**config.mk**
```make
export PLATFORM = sky130hd
export DESIGN_NAME = sata_dma_command_builder
export DESIGN_NICKNAME = d
export VERILOG_FILES = /design/src/sv/sdcb_pkg.sv /design/src/sv/sata_dma_command_builder.sv /design/src/sv/sdcb_decode.sv
export VERILOG_INCLUDE_DIRS = /design/src /design/src/sv
export SDC_FILE = /design/constraint.sdc
export NUM_CORES = 1
export LEC_CHECK = 0
export ABC_AREA = 0
export BUFFER_PORTS_ARGS = -buffer_cell sky130_fd_sc_hd__buf_2
export CORE_AREA = 2 2 252 254
export CTS_CLUSTER_DIAMETER = 120
export DETAILED_ROUTE_END_ITERATION = 16
export DIE_AREA = 0 0 254 256
export PLACE_DENSITY = 0.6
export REMOVE_ABC_BUFFERS = 1
export SLEW_MARGIN = 20
export SYNTH_ARGS = -nofsm -noshare
export SYNTH_HDL_FRONTEND = slang
export SYNTH_HIERARCHICAL = 1
export SYNTH_SLANG_ARGS = --single-unit
```
**constraint.sdc**
```tcl
create_clock -name i_clk -period 21.8 [get_ports i_clk]
set_input_delay 4.36 -clock i_clk [delete_from_list [all_inputs] [get_ports i_clk]]
set_output_delay 4.36 -clock i_clk [all_outputs]
set_load 0.01 [all_outputs]
```
**src/sv/assert_macros.svh**
```systemverilog
// Assertion macros shared by the RTL of the SATA DMA command builder.
// Needs a clock i_clk and an active-low reset i_rst_n in the including module.
`ifndef ASSERT_MACROS_SVH
`define ASSERT_MACROS_SVH

// Checked at every clock edge outside reset.
`define SDCB_ASSERT(lbl, prop, msg) \
    lbl: assert property (@(posedge i_clk) disable iff (!i_rst_n) prop) else $error(msg);

// Checked at every clock edge, reset included.
`define SDCB_ASSERT_ALWAYS(lbl, prop, msg) \
    lbl: assert property (@(posedge i_clk) prop) else $error(msg);

`endif

```
**src/sv/sdcb_pkg.sv**
```systemverilog
// Package of the SATA DMA command builder: widths, opcodes, result kinds,
// request and decoded-job types. No dependencies.
package sdcb_pkg;

    localparam int CHUNK_BYTES  = 4194304;
    localparam int SECTOR_BYTES = 512;

    localparam int LBA_W   = 48;
    localparam int COUNT_W = 16;
    localparam int ADDR_W  = 64;
    localparam int LEN_W   = 22;
    localparam int ENTRY_W = 4;
    localparam int OP_W    = 8;

    localparam int MAX_ENTRIES  = 8;
    localparam int SECTOR_SHIFT = $clog2(SECTOR_BYTES);
    localparam int CHUNK_SHIFT  = $clog2(CHUNK_BYTES);
    localparam int BYTES_W      = COUNT_W + SECTOR_SHIFT;
    localparam int ENT_FULL_W   = BYTES_W - CHUNK_SHIFT + 1;

    localparam logic [OP_W-1:0] OP_READ_DMA_EXT  = 8'h25;
    localparam logic [OP_W-1:0] OP_WRITE_DMA_EXT = 8'h35;

    typedef enum logic [1:0] {
        KIND_CMD    = 2'd0,
        KIND_ENTRY  = 2'd1,
        KIND_REJECT = 2'd2
    } t_kind;

    typedef struct packed {
        logic               is_write;
        logic [LBA_W-1:0]   lba;
        logic [COUNT_W-1:0] sector_count;
        logic [ADDR_W-1:0]  buffer_address;
    } t_req;

    typedef struct packed {
        logic               reject;
        logic               is_write;
        logic [LBA_W-1:0]   lba;
        logic [COUNT_W-1:0] count;
        logic [ENTRY_W-1:0] entries;
        logic [LEN_W-1:0]   last_len_m1;
        logic [ADDR_W-1:0]  buffer_address;
    } t_job;

endpackage

```
**src/sv/sata_dma_command_builder.sv**
```systemverilog
// SATA DMA command builder: one request in, a command word plus up to eight
// scatter-gather entry words out (or one reject word).
// Path: input register, decode into the job register, then the output register.
// Throughput: one output word per cycle while i_stall is low; a request emits
// entries + 1 words, one for a reject, set by the single output register.
// Reset (synchronous, active low) empties all stages and clears max_lba to 0.
module sata_dma_command_builder (
    input  logic                           i_clk,
    input  logic                           i_rst_n,
    input  logic                           i_max_lba_we,
    input  logic [sdcb_pkg::LBA_W-1:0]     i_max_lba,
    input  logic                           i_valid,
    output logic                           o_stall,
    input  logic                           i_is_write,
    input  logic [sdcb_pkg::LBA_W-1:0]     i_lba,
    input  logic [sdcb_pkg::COUNT_W-1:0]   i_sector_count,
    input  logic [sdcb_pkg::ADDR_W-1:0]    i_buffer_address,
    output logic                           o_valid,
    input  logic                           i_stall,
    output logic [1:0]                     o_kind,
    output logic [sdcb_pkg::OP_W-1:0]      o_ata_command,
    output logic [sdcb_pkg::LBA_W-1:0]     o_device_lba,
    output logic [sdcb_pkg::COUNT_W-1:0]   o_fis_count,
    output logic [sdcb_pkg::ENTRY_W-1:0]   o_entry_count,
    output logic                           o_write_direction,
    output logic [sdcb_pkg::ADDR_W-1:0]    o_entry_address,
    output logic [sdcb_pkg::LEN_W-1:0]     o_entry_length_minus_one,
    output logic                           o_entry_interrupt,
    output logic                           o_last
);

`include "assert_macros.svh"

    logic [sdcb_pkg::LBA_W-1:0]   r_max_lba;

    logic                         r_in_valid;
    sdcb_pkg::t_req               r_in;
    sdcb_pkg::t_job               dec_job;

    logic                         r_job_valid;
    sdcb_pkg::t_job               r_job;
    logic [sdcb_pkg::ENTRY_W-1:0] r_idx;
    logic [sdcb_pkg::ADDR_W-1:0]  r_addr;
    logic [sdcb_pkg::ENTRY_W-1:0] n_idx;
    logic [sdcb_pkg::ADDR_W-1:0]  n_addr;

    logic                         r_o_valid;
    sdcb_pkg::t_kind              r_o_kind;
    logic [sdcb_pkg::OP_W-1:0]    r_o_cmd;
    logic [sdcb_pkg::LBA_W-1:0]   r_o_lba;
    logic [sdcb_pkg::COUNT_W-1:0] r_o_count;
    logic [sdcb_pkg::ENTRY_W-1:0] r_o_entries;
    logic                         r_o_wr;
    logic [sdcb_pkg::ADDR_W-1:0]  r_o_addr;
    logic [sdcb_pkg::LEN_W-1:0]   r_o_len;
    logic                         r_o_irq;
    logic                         r_o_last;

    sdcb_pkg::t_kind              n_o_kind;
    logic [sdcb_pkg::OP_W-1:0]    n_o_cmd;
    logic [sdcb_pkg::LBA_W-1:0]   n_o_lba;
    logic [sdcb_pkg::COUNT_W-1:0] n_o_count;
    logic [sdcb_pkg::ENTRY_W-1:0] n_o_entries;
    logic                         n_o_wr;
    logic [sdcb_pkg::ADDR_W-1:0]  n_o_addr;
    logic [sdcb_pkg::LEN_W-1:0]   n_o_len;
    logic                         n_o_irq;
    logic                         n_o_last;

    logic                         out_free;
    logic                         emit;
    logic                         job_done;
    logic                         job_load;
    logic                         in_accept;

    sdcb_decode u_decode (
        .i_req     (r_in),
        .i_max_lba (r_max_lba),
        .o_job     (dec_job)
    );

    assign out_free  = !r_o_valid || !i_stall;
    assign emit      = r_job_valid && out_free;
    assign job_done  = emit && n_o_last;
    assign job_load  = !r_job_valid || job_done;
    assign o_stall   = r_in_valid && !job_load;
    assign in_accept = i_valid && !o_stall;

    // next output word from the job in hand
    always_comb begin
        n_o_kind    = sdcb_pkg::KIND_REJECT;
        n_o_cmd     = '0;
        n_o_lba     = '0;
        n_o_count   = '0;
        n_o_entries = '0;
        n_o_wr      = 1'b0;
        n_o_addr    = '0;
        n_o_len     = '0;
        n_o_irq     = 1'b0;
        n_o_last    = 1'b1;
        n_idx       = r_idx;
        n_addr      = r_addr;
        if (r_job.reject) begin
            n_o_kind = sdcb_pkg::KIND_REJECT;
        end else if (r_idx == '0) begin
            n_o_kind    = sdcb_pkg::KIND_CMD;
            n_o_cmd     = r_job.is_write ? sdcb_pkg::OP_WRITE_DMA_EXT
                                         : sdcb_pkg::OP_READ_DMA_EXT;
            n_o_lba     = r_job.lba;
            n_o_count   = r_job.count;
            n_o_entries = r_job.entries;
            n_o_wr      = r_job.is_write;
            n_o_last    = 1'b0;
            n_idx       = r_idx + sdcb_pkg::ENTRY_W'(1);
        end else begin
            n_o_kind = sdcb_pkg::KIND_ENTRY;
            n_o_addr = r_addr;
            n_o_irq  = 1'b1;
            n_o_last = (r_idx == r_job.entries);
            n_o_len  = n_o_last ? r_job.last_len_m1
                                : sdcb_pkg::LEN_W'(sdcb_pkg::CHUNK_BYTES - 1);
            n_idx    = r_idx + sdcb_pkg::ENTRY_W'(1);
            n_addr   = r_addr + sdcb_pkg::ADDR_W'(sdcb_pkg::CHUNK_BYTES);
        end
    end

    always_ff @(posedge i_clk) begin
        if (!i_rst_n) begin
            r_max_lba <= '0;
        end else if (i_max_lba_we) begin
            r_max_lba <= i_max_lba;
        end
    end

    // input register
    always_ff @(posedge i_clk) begin
        if (!i_rst_n) begin
            r_in_valid <= 1'b0;
        end else if (in_accept) begin
            r_in_valid <= 1'b1;
        end else if (job_load) begin
            r_in_valid <= 1'b0;
        end
        if (in_accept) begin
            r_in.is_write       <= i_is_write;
            r_in.lba            <= i_lba;
            r_in.sector_count   <= i_sector_count;
            r_in.buffer_address <= i_buffer_address;
        end
    end

    // job register and word counter
    always_ff @(posedge i_clk) begin
        if (!i_rst_n) begin
            r_job_valid <= 1'b0;
            r_idx       <= '0;
        end else if (job_load) begin
            r_job_valid <= r_in_valid;
            r_idx       <= '0;
        end else if (emit) begin
            r_idx       <= n_idx;
        end
        if (job_load) begin
            r_job  <= dec_job;
            r_addr <= dec_job.buffer_address;
        end else if (emit) begin
            r_addr <= n_addr;
        end
    end

    // output register
    always_ff @(posedge i_clk) begin
        if (!i_rst_n) begin
            r_o_valid <= 1'b0;
        end else if (out_free) begin
            r_o_valid <= r_job_valid;
        end
        if (emit) begin
            r_o_kind    <= n_o_kind;
            r_o_cmd     <= n_o_cmd;
            r_o_lba     <= n_o_lba;
            r_o_count   <= n_o_count;
            r_o_entries <= n_o_entries;
            r_o_wr      <= n_o_wr;
            r_o_addr    <= n_o_addr;
            r_o_len     <= n_o_len;
            r_o_irq     <= n_o_irq;
            r_o_last    <= n_o_last;
        end
    end

    assign o_valid                  = r_o_valid;
    assign o_kind                   = r_o_kind;
    assign o_ata_command            = r_o_cmd;
    assign o_device_lba             = r_o_lba;
    assign o_fis_count              = r_o_count;
    assign o_entry_count            = r_o_entries;
    assign o_write_direction        = r_o_wr;
    assign o_entry_address          = r_o_addr;
    assign o_entry_length_minus_one = r_o_len;
    assign o_entry_interrupt        = r_o_irq;
    assign o_last                   = r_o_last;

    `SDCB_ASSERT(a_idx_in_range, (r_job_valid && !r_job.reject) |-> (r_idx <= r_job.entries), "word index beyond entry count")
    `SDCB_ASSERT(a_burst_unbroken, (r_o_valid && !i_stall && !r_o_last) |=> r_o_valid, "gap inside a request's words")
    `SDCB_ASSERT(a_cmd_entries, (r_o_valid && r_o_kind == sdcb_pkg::KIND_CMD) |-> (r_o_entries != '0 && r_o_entries <= sdcb_pkg::ENTRY_W'(sdcb_pkg::MAX_ENTRIES) && !r_o_last), "bad command word")
    `SDCB_ASSERT_ALWAYS(a_reset_empty, !i_rst_n |=> (!r_o_valid && !r_job_valid && !r_in_valid), "stages not empty after reset")

endmodule

```
**src/sv/sdcb_decode.sv**
```systemverilog
// Request decode: range check against max_lba, clamping, entry count and
// the length of the final chunk. Depends on sdcb_pkg.
module sdcb_decode (
    input  sdcb_pkg::t_req               i_req,
    input  logic [sdcb_pkg::LBA_W-1:0]   i_max_lba,
    output sdcb_pkg::t_job               o_job
);

    logic                                 past_end;
    logic [sdcb_pkg::LBA_W:0]             end_sum;
    logic                                 over_end;
    logic [sdcb_pkg::LBA_W-1:0]           room;
    logic [sdcb_pkg::COUNT_W-1:0]         count_c;
    logic [sdcb_pkg::BYTES_W-1:0]         bytes;
    logic [sdcb_pkg::ENT_FULL_W-1:0]      ent_full;
    logic [sdcb_pkg::CHUNK_SHIFT-1:0]     rem_m1;
    logic                                 too_many;

    always_comb begin
        past_end = i_req.lba >= i_max_lba;
        end_sum  = {1'b0, i_req.lba}
                 + {{(sdcb_pkg::LBA_W + 1 - sdcb_pkg::COUNT_W){1'b0}}, i_req.sector_count};
        over_end = end_sum > {1'b0, i_max_lba};
        room     = i_max_lba - i_req.lba;
        // reads that cross the end stop at max_lba; room < count there
        count_c  = (!i_req.is_write && over_end) ? room[sdcb_pkg::COUNT_W-1:0]
                                                  : i_req.sector_count;

        bytes    = {count_c, {sdcb_pkg::SECTOR_SHIFT{1'b0}}};
        ent_full = sdcb_pkg::ENT_FULL_W'(bytes[sdcb_pkg::BYTES_W-1:sdcb_pkg::CHUNK_SHIFT])
                 + sdcb_pkg::ENT_FULL_W'(|bytes[sdcb_pkg::CHUNK_SHIFT-1:0]);
        too_many = ent_full > sdcb_pkg::ENT_FULL_W'(sdcb_pkg::MAX_ENTRIES);
        // a zero remainder wraps to a full chunk minus one
        rem_m1   = bytes[sdcb_pkg::CHUNK_SHIFT-1:0] - sdcb_pkg::CHUNK_SHIFT'(1);

        o_job.reject         = (!i_req.is_write && past_end) || (count_c == '0) || too_many;
        o_job.is_write       = i_req.is_write;
        o_job.lba            = i_req.lba;
        o_job.count          = count_c;
        o_job.entries        = sdcb_pkg::ENTRY_W'(ent_full);
        o_job.last_len_m1    = sdcb_pkg::LEN_W'(rem_m1);
        o_job.buffer_address = i_req.buffer_address;
    end

endmodule
```
==> impl_metrics.csv, run 1 <==
group,metric,value,unit
run_status,status,"finished clean",
detailed_routing,drc,0,
timing,maxSlewViolCount,0,
synth,synth_area_leaders,"edfxtp_1 55%, ha_1 6.9%, dfxtp_1 4.6%",
synth,ys.warnings.count,6,
grt,grt_max_degree,131,
timing,worst_pin_slew,1.074,ns
timing,setup_violations,0,
timing,hold_viol,0,
placement,place_congestion,0.7980,
placement,numPortBuffers,346,
power,power_leakage,11.19,nW
clock_tree,hold_buffers,0,
detailed_routing,post_drt_wl_per_cell,18.63,um
synth,synthFlopType,"edfxtp_1",
placement,placed_cells,2911,
synth,synth_cell_types,77,
floorplan,fp.dieArea,65020,um2
synth,yosys.area.top_type,"edfxtp_1",
clock_tree,postCtsSetupRepairBufs,0,
floorplan,pin_count,351,
clock_tree,htreeDepth,2,
timing,fin_skew,0.01506,ns
layout,final_cells,3019,
layout,area_growth,15.91,%
timing,worst_slack,11.73,ns
min_path,min_delay_path_depth,1,
grt,use_met1,22.04,%
power,irDropWorstVdd,0.06507,mV
synth,seq_area_frac_synth,60.01,%
timing,fmax,99.35,MHz
grt,grtUsageMet2,28.83,%
setup_path,reg2reg_depth,32,
synth,netlist_area,24050,um2
grt,grt_antenna_before_repair,7,
clock_tree,cts_resized,0,
detailed_routing,firstDrtPassIters,5,
detailed_routing,via_count,14680,
setup_path,critPathArrivalTime,5.71,ns
floorplan,start_util,38.55,%
setup_path,critPathLaunchType,"input port",
floorplan,rows,92,
clock_tree,cts-root-buf,"clkbuf_16",
grt,busiest_layer,"met2",
setup_path,crit_fanout,12,
timing,rsz0062_at_grt,"false",
placement,hpwlAfterDp,39410,um
clock_tree,path_clk_slew,0.06,ns
clock_tree,clk_latency,0.61,ns
synth,yosysTopAreaCellShare,55.43,%
synth,async_flop_share,0,%
setup_path,worstPathRequired,17.44,ns
timing,slew_headroom,27.77,%
synth,syn_inst,1877,
detailed_routing,drt_iter0_drc,805,
synth,ys_ff_latch,499,
layout,fin_nets,2441,
clock_tree,cts_tree,"yes",
power,total_power,0.002526,W
timing,finalCriticalPeriod,10.07,ns
grt,grt_util_met3,3.742,%
synth,syn_avg_cell_area,12.82,um2
grt,track_usage,17.09,%
min_path,hp-class,"reg2reg",
clock_tree,cts_made_buffers,56,
floorplan,die_h,256,um
layout,drive_above_1_share,22.84,%
floorplan,core_area,62390,um2
detailed_routing,detail-route-antenna-nets,0,
grt,grt_pass1_vias,15270,
run,max_cap_viol_count,0,
floorplan,die-width,254,um
grt,grt_overflow_total,0,
power,p_per_area,90.60,nW/um2
layout,fin_util,44.69,%
detailed_routing,wl,56250,um
detailed_routing,vias_per_cell,4.864,
grt,grt_pass1_wl,86320,um
placement,dp_slack,11.74,ns
synth,synth_edf_count,444,
timing,tns,0,ns
setup_path,end_kind,"primary output",
timing,period_share,46.17,%
clock_tree,cts_sinks,499,
clock_tree,clock_path_buffers,3,
setup_path,crit_type,"in2out",
-- kinds of logic (layout without fill, tap and decap cells) --
| family | count (synthesis) | in the layout | synth area share [%] |
|---|---|---|---|
| muxes | 76 | 76 | 3.235 |
| adders and majority gates | 135 | 135 | 7.085 |
| DFF | 499 | 499 | 60.01 |
| AOI/OAI and AO/OA | 221 | 221 | 5.904 |
| other | 2 | 14 | 0.03122 |
| xor gates and xnor gates | 114 | 114 | 4.151 |
| buffers and inverters | 277 | 561 | 6.606 |
| and+or+nand+nor | 553 | 553 | 12.98 |
-- per-layer routing --
layer | up-vias | wire length (um)
li1 | 7096 | -
met1 | 7099 | 24730
met5 | - | 86
met2 | 370 | 26810
met4 | 14 | 1321
met3 | 105 | 3301
-- area by class of cell --
type	count	area (um2)
clock inverter	39	534.3
inverter	94	357.8
antenna	1	2.502
clock buffer	67	1525
tap	846	1059
timing repair buffer	361	1857
fill	5804	34510
sequential	499	14430
multi-input combinational	1112	8113
-- cell usage in the layout, fill, tap and decap left out, drive strengths merged, types with 19 or more instances in the layout --
cell,n
inv,97
xor2,52
edfxtp,444
clkinv,19
nor3,23
nand2,102
a21oi,46
dfxtp,55
mux2i,62
ha,133
nor2,51
nor2b,59
nand3,40
o21a,32
xnor2,62
clkbuf,67
buf,361
a21o,21
and2,160
nand4,48
o21ai,73
-- stage by stage --
step / instance area [um2] / hold WS, ns
after floorplan: 22860 / 0.4325
after global placement: 25790 / 0.4818
after detailed placement: 25790 / 0.4657
after CTS: 27850 / 0.4820
after global routing: 27880 / 0.4850
final: 27880 / 0.4702
-- critical path: stages --
cell and delay, ns:
buf_2 0.09, and2_1 0.16, o311a_1 0.59, and2_1 0.30, buf_2 0.19
-- path summary, 6_finish.rpt --
check,start,endpoint,slack (ns)
worst max-delay path,i_stall,o_stall,11.73
worst min-delay path,r_in_valid$_SDFFE_PN0P_,r_job_valid$_SDFFE_PN0P_,0.47
worst max register to register,r_in[80]$_DFFE_PP_,r_job[155]$_DFFE_PP_,13.72
worst min register to register,r_in_valid$_SDFFE_PN0P_,r_job_valid$_SDFFE_PN0P_,0.47
-- sequential cells by signal, summed over array words and instances (netlist names), 16 cells and up --
name                      count
o_device_lba                 48
o_fis_count                  16
r_addr                       64
o_entry_address              64
r_in                        129
o_entry_length_minus_one     22
r_max_lba                    48
r_job                        92
-- cells in the mapped netlist, types with 13 or more instances --
cell type,number
a21oi_1,45
and2_1,158
inv_1,93
mux2_2,13
xnor2_1,62
ha_1,133
and3_1,17
nor2_1,51
clkbuf_1,30
mux2i_1,62
buf_4,130
nand2_1,102
dfxtp_1,55
o21a_1,32
xor2_1,52
nand3_1,39
nand4_1,47
nor2b_1,59
a21o_1,21
edfxtp_1,444
o21ai_0,71
nor3_1,22
buf_2,14
-- report_power, final --
group / switching [W] / internal [W] / leakage, nW / total [W]
sequential: 0.0000462 / 0.00114 / 4.92 / 0.00119
clock: 0.000395 / 0.000642 / 0.997 / 0.00104
combinational: 0.000179 / 0.000120 / 5.27 / 0.000299
total: 0.000620 / 0.00191 / 11.2 / 0.00253
(Power assumes the default switching activity.)
==> run 2, diff against run 1 <==
- ABC_AREA: 0 -> 1
- CORE_AREA: 2 2 252 254 -> 2 2 257 259
- DIE_AREA: 0 0 254 256 -> 0 0 259 261
- PLACE_DENSITY: 0.6 -> 0.62
- clock period: 21.8 -> 8.8 ns (I/O delays scaled with it)
==> run 2 against run 1 <==
Global-route usage grew 1.8 points; clock skew is essentially flat; synthesized cell count grew 32%; power grew to 2.6 times the previous value; area after synthesis grew 3.8%; largest cell class unchanged; highest routed layer is now met4.
==> impl_metrics.csv, run 2 <==
group,metric,value,unit
run_status,status,"finished clean",
timing,fin_skew,0.01538,ns
run,max_cap_viol_count,0,
setup_path,worstPathRequired,9.13,ns
detailed_routing,via_count,17220,
synth,synth_top_cells_by_count,"444 x edfxtp_1, 404 x nand2_1, 376 x nor2_1",
synth,yosysMostFrequentCell,"edfxtp_1",
min_path,min_from,"r_in_valid$_SDFFE_PN0P_",
floorplan,start_util,38.41,%
power,irDropWorstVdd,0.1375,mV
layout,reg_top3,"r_in (129), r_job (92)",
layout,final_cells,3634,
setup_path,critPathLaunchType,"flip-flop",
placement,place_congestion,0.9121,
clock_tree,cts_sinks,499,
layout,largest_register_ff_count,129,
power,p_per_area,226.2,nW/um2
detailed_routing,drc,0,
detailed_routing,post_drt_wl_per_cell,17.81,um
floorplan,core_area,65040,um2
synth,yosys.area.top_type,"edfxtp_1",
synth,yosysTopAreaCellShare,53.37,%
setup_path,crit_type,"reg2reg",
layout,fill_cells,6164,
timing,hold_viol,0,
synth,seq_area_frac_synth,57.78,%
synth,synthFlopType,"edfxtp_1",
setup_path,crit_slowest_cell,"a21oi_4",
placement,dpl_cell_area,26730,um2
layout,postLayoutCellArea,28680,um2
grt,grt_pass1_wl,98410,um
layout,multi_input_area,7996,um2
detailed_routing,drt_iter0_drc,1205,
clock_tree,hold_buffers,0,
placement,placed_cells,3532,
clock_tree,cts_tree,"yes",
synth,syn_inst,2480,
clock_tree,cts-root-buf,"clkbuf_16",
detailed_routing,firstDrtPassIters,5,
setup_path,r2r-start,"r_in[80]$_DFFE_PP_",
clock_tree,clk_latency,0.60,ns
setup_path,crit_fanout,24,
grt,track_usage,18.85,%
placement,dp_slack,1.978,ns
timing,worst_pin_slew,1.040,ns
timing,period_share,76.88,%
clock_tree,cts_resized,0,
synth,synth_area_leaders,"edfxtp_1 53%, ha_1 6.7%, nand2_1 6.1%",
synth,netlist_area,24980,um2
setup_path,r2r_slack,2.03,ns
layout,diodes,0,
layout,fin_nets,3042,
detailed_routing,detail-route-antenna-nets,0,
timing,tns,0,ns
clock_tree,clock_path_buffers,3,
timing,finalCriticalPeriod,6.766,ns
grt,grt_pass1_vias,17600,
timing,rsz0062_at_grt,"false",
layout,drive_above_1_share,18.66,%
clock_tree,postCtsSetupRepairBufs,0,
power,power_leakage,12.84,nW
floorplan,rows,94,
placement,numPortBuffers,346,
grt,grt_overflow_total,0,
layout,top_register,"r_in",
setup_path,cpPeakStageDelay,0.58,ns
floorplan,die-width,259,um
detailed_routing,vias_per_cell,4.737,
clock_tree,cts_made_buffers,55,
placement,hpwlAfterDp,47680,um
layout,mostFrequentLayoutCells,"444 x edfxtp_1, 403 x nand2_1, 375 x nor2_1",
grt,grt_antenna_before_repair,0,
synth,ys_ff_latch,499,
layout,mostFrequentLayoutCell,"edfxtp_1",
setup_path,end_kind,"flip-flop",
timing,slew_headroom,30.69,%
clock_tree,path_clk_slew,0.06,ns
synth,async_flop_share,0,%
floorplan,pin_count,351,
synth,syn_avg_cell_area,10.07,um2
synth,synth_edf_count,444,
timing,fmax,147.8,MHz
setup_path,crit_start,"r_in[80]$_DFFE_PP_",
synth,ys.warnings.count,6,
layout,area_growth,14.82,%
synth,synth_cell_types,56,
timing,setup_violations,0,
min_path,hp-class,"reg2reg",
floorplan,fp.dieArea,67600,um2
timing,maxSlewViolCount,0,
setup_path,critPathArrivalTime,7.10,ns
detailed_routing,wl,64710,um
layout,layout.area.seq,14430,um2
timing,worst_slack,2.034,ns
floorplan,die_h,261,um
clock_tree,htreeDepth,2,
grt,grt_max_degree,91,
[run 2: cell count changes in the layout (fill, tap and decap cells not counted), moves of 32 or more]
cell	before	now
and2_1	157	1
nor2b_1	57	0
nand2_1	101	403
a21oi_1	45	77
o21ai_0	71	121
inv_1	93	367
xnor2_1	62	25
nor2_1	50	375
mux2i_1	62	0
[run 2: critical path: cells and delay by family, from the launching register on]
kind                     cells  cell delay (ns)
buffers and inverters        5             0.40
AO/OA/AOI/OAI                3             0.94
flip-flops                   1             0.39
adder cells (fa/ha/maj)      5             1.47
AND/OR/NAND/NOR             23             3.11
XOR/XNOR                     1             0.15
[run 2: report_power, final]
part / switching [W] / leakage, nW / internal [W]
logic: 0.000651 / 6.98 / 0.000318
registers: 0.000142 / 4.91 / 0.00290
clock network: 0.000974 / 0.951 / 0.00150
total: 0.00177 / 12.8 / 0.00472
[run 2: final cells by class]
class | instances | share of cell area [%]
clock buffers | 66 | 5.196
well taps | 864 | 3.769
multi-input cells | 1437 | 27.88
clock inverters | 36 | 1.592
repair buffers | 356 | 6.299
inverters | 376 | 4.938
flip-flops and latches | 499 | 50.32
[run 2: metrics by stage]
stage	util [%]	hold slack (ns)	total power, W
finish	44.10	0.4505	0.006487
floorplan	-	0.4225	0.003696
detailed placement	41.10	0.4423	0.004068
global placement	41.10	0.4390	0.004051
global route	44.10	0.4758	0.006805
CTS	44.10	0.4457	0.006575
[run 2: worst paths after layout]
check | endpoint | cells after the start
setup / recovery | r_job[155]$_DFFE_PP_ | 37
hold / removal | r_job_valid$_SDFFE_PN0P_ | 2
setup reg to reg | r_job[155]$_DFFE_PP_ | 37
hold reg to reg | r_job_valid$_SDFFE_PN0P_ | 2
[run 2: routing by layer]
metal	global-route usage, %	part of all wire [%]	vias up
met1	24.11	43	8160
li1	-	-	8447
met4	6.824	3.3	0
met2	32.24	48	499
met5	0	0	-
met3	3.146	5.9	109
[run 2: cells by family (layout without fill, tap and decap cells)]
group / count (synthesis) / after routing / synth area share, %
compound gates: 230 / 230 / 5.004
xor+xnor: 99 / 99 / 3.471
fa+ha+maj: 135 / 135 / 6.822
buf+inv: 555 / 834 / 10.53
flops: 499 / 499 / 57.78
mux: 1 / 1 / 0.04508
other cells: 2 / 13 / 0.03006
simple gates: 959 / 959 / 16.31
==> run 3, diff against run 2 <==
- clock period: 8.8 -> 5.6 ns (I/O delays scaled with it)
==> run 3 against run 2 <==
Die area unchanged; critical path type unchanged; via count up 1.9%; setup slack lost 1.9 ns; clock skew up 0.0029 ns; hold slack got worse by 0.00054 ns; critical path depth did not move; clock-buffer cell count unchanged; critical endpoint unchanged; maximum frequency up 24%; final cell count is 2.1% higher; routed wire length rose by 1.8%; first-iteration DRC count is 7.1% lower.
==> impl_metrics.csv, run 3 (synthesis gave the netlist of run 2 again) <==
group,metric,value,unit
run_status,status,"finished clean",
clock_tree,cts-root-buf,"clkbuf_16",
detailed_routing,firstDrtPassIters,7,
grt,grt_overflow_total,0,
grt,use_met1,24.33,%
placement,numPortBuffers,346,
detailed_routing,via_count,17540,
clock_tree,htreeDepth,2,
timing,maxSlewViolCount,0,
setup_path,crit_type,"reg2reg",
detailed_routing,drt_iter0_drc,1119,
clock_tree,clock_path_buffers,3,
setup_path,cpPeakStageDelay,0.39,ns
detailed_routing,detail-route-antenna-nets,0,
timing,tns,0,ns
power,total_power,0.01016,W
setup_path,crit_fanout,5,
layout,largest_register_ff_count,129,
floorplan,core_area,65040,um2
detailed_routing,drc,0,
layout,mostFrequentLayoutCells,"444 x edfxtp_1, 391 x nand2_1, 370 x nor2_1",
placement,place_congestion,0.9001,
clock_tree,path_clk_slew,0.06,ns
setup_path,crit_slowest_cell,"fa_2",
floorplan,rows,94,
detailed_routing,vias_per_cell,4.725,
grt,grt_max_degree,90,
setup_path,critical_path.top_delay_family,"simple AND/OR/NAND/NOR gates",
grt,grt_antenna_before_repair,1,
grt,grt_pass1_wl,99060,um
grt,busiest_layer,"met2",
placement,dpl_cell_area,27170,um2
timing,worst_pin_slew,1.000,ns
setup_path,worst-path-buf-inv,6,
placement,hpwlAfterDp,48730,um
placement,placed_cells,3588,
timing,fin_skew,0.01829,ns
timing,rsz0062_at_grt,"true",
timing,period_share,97.14,%
min_path,hp-class,"reg2reg",
setup_path,critPathLaunchType,"flip-flop",
layout,diodes,0,
layout,area_growth,18.07,%
clock_tree,cts_tree,"yes",
run,max_cap_viol_count,0,
floorplan,fp.dieArea,67600,um2
timing,slew_headroom,33.17,%
layout,mostFrequentLayoutCell,"edfxtp_1",
setup_path,end_kind,"flip-flop",
timing,setup_violations,0,
detailed_routing,post_drt_wl_per_cell,17.75,um
layout,top_register,"r_in",
floorplan,start_util,38.41,%
layout,postLayoutCellArea,29490,um2
setup_path,path_common_cell,"nand2_4",
floorplan,die-width,259,um
power,power_leakage,13.25,nW
timing,fmax,183.8,MHz
setup_path,critPathArrivalTime,5.79,ns
timing,hold_viol,0,
clock_tree,cts_sinks,499,
detailed_routing,wl,65880,um
setup_path,worstPathRequired,5.95,ns
layout,fin_util,45.35,%
grt,grt_util_met3,3.136,%
layout,reg_top3,"r_in (129), r_job (92)",
grt,grtUsageMet2,32.70,%
power,p_per_area,344.4,nW/um2
timing,finalCriticalPeriod,5.440,ns
layout,fill_cells,6106,
clock_tree,hold_buffers,0,
grt,grt_pass1_vias,17600,
floorplan,pin_count,351,
clock_tree,cts_made_buffers,54,
power,irDropWorstVdd,0.2389,mV
layout,drive_above_1_share,22.19,%
grt,track_usage,19.06,%
layout,fin_nets,3119,
layout,final_cells,3712,
clock_tree,clk_latency,0.61,ns
floorplan,die_h,261,um
-- run 3: cell types whose count changed in the layout (fill, tap and decap cells not counted), moves of 6 or more --
cell / change
inv_1: -6
buf_4: +71
nand3_1: -6
nand2_2: +8
ha_1: -7
nand2_1: -12
inv_2: +6
-- run 3: final timing paths --
check / endpoint / cells after the start / startpoint / slack (ns)
max: r_job[155]$_DFFE_PP_ / 37 / r_in[80]$_DFFE_PP_ / 0.16
min reg2reg: r_job_valid$_SDFFE_PN0P_ / 2 / r_in_valid$_SDFFE_PN0P_ / 0.45
min: r_job_valid$_SDFFE_PN0P_ / 2 / r_in_valid$_SDFFE_PN0P_ / 0.45
max reg2reg: r_job[155]$_DFFE_PP_ / 37 / r_in[80]$_DFFE_PP_ / 0.16
-- run 3: layer usage --
| metal | part of all wire [%] | up-vias |
|---|---|---|
| met4 | 3.3 | 2 |
| met5 | 0.017 | - |
| li1 | - | 8607 |
| met3 | 5.5 | 106 |
| met1 | 42 | 8316 |
| met2 | 49 | 508 |
-- run 3: worst reg2reg max path: cells and delay by family (launching register included) --
kind                     cells  cell delay [ns]
AND/OR/NAND/NOR             24             2.49
adder cells (fa/ha/maj)      4             1.14
buffers and inverters        6             0.70
AO/OA/AOI/OAI                2             0.37
flip-flops                   1             0.36
XOR/XNOR                     1             0.10
-- run 3: final cells by class --
class	count	area [um2]	area share, %
Inverter	376	1416	4.802
Multi-Input combinational cell	1437	8265	28.02
Clock inverter	36	416.7	1.413
Clock buffer	66	1418	4.807
Sequential cell	499	14430	48.94
Tap cell	864	1081	3.665
Timing Repair Buffer	434	2462	8.349
-- run 3: report_power, final --
group	switching (W)	total [W]	leakage, nW	internal, W
Clock	0.00153	0.00372	0.889	0.00218
Sequential	0.000225	0.00478	4.91	0.00456
Combinational	0.00107	0.00166	7.45	0.000587
Total	0.00283	0.0102	13.2	0.00733
-- run 3: metrics by stage --
step | setup slack [ns] | hold WS (ns)
6_report | 0.1601 | 0.4500
5_1_grt | -0.06356 | 0.4770
4_1_cts | 0.009239 | 0.4580
3_5_place_dp | -0.1200 | 0.4496
3_3_place_gp | -0.01733 | 0.4358
2_1_floorplan | -3.972 | 0.4225
-- run 3: what timing repair did --
action                                  CTS  global route
endpoints found under the setup margin    1            12
pin swaps                                 3            32
cloned                                    0             1
setup buffers                             4            17
gates resized for setup                  10            61
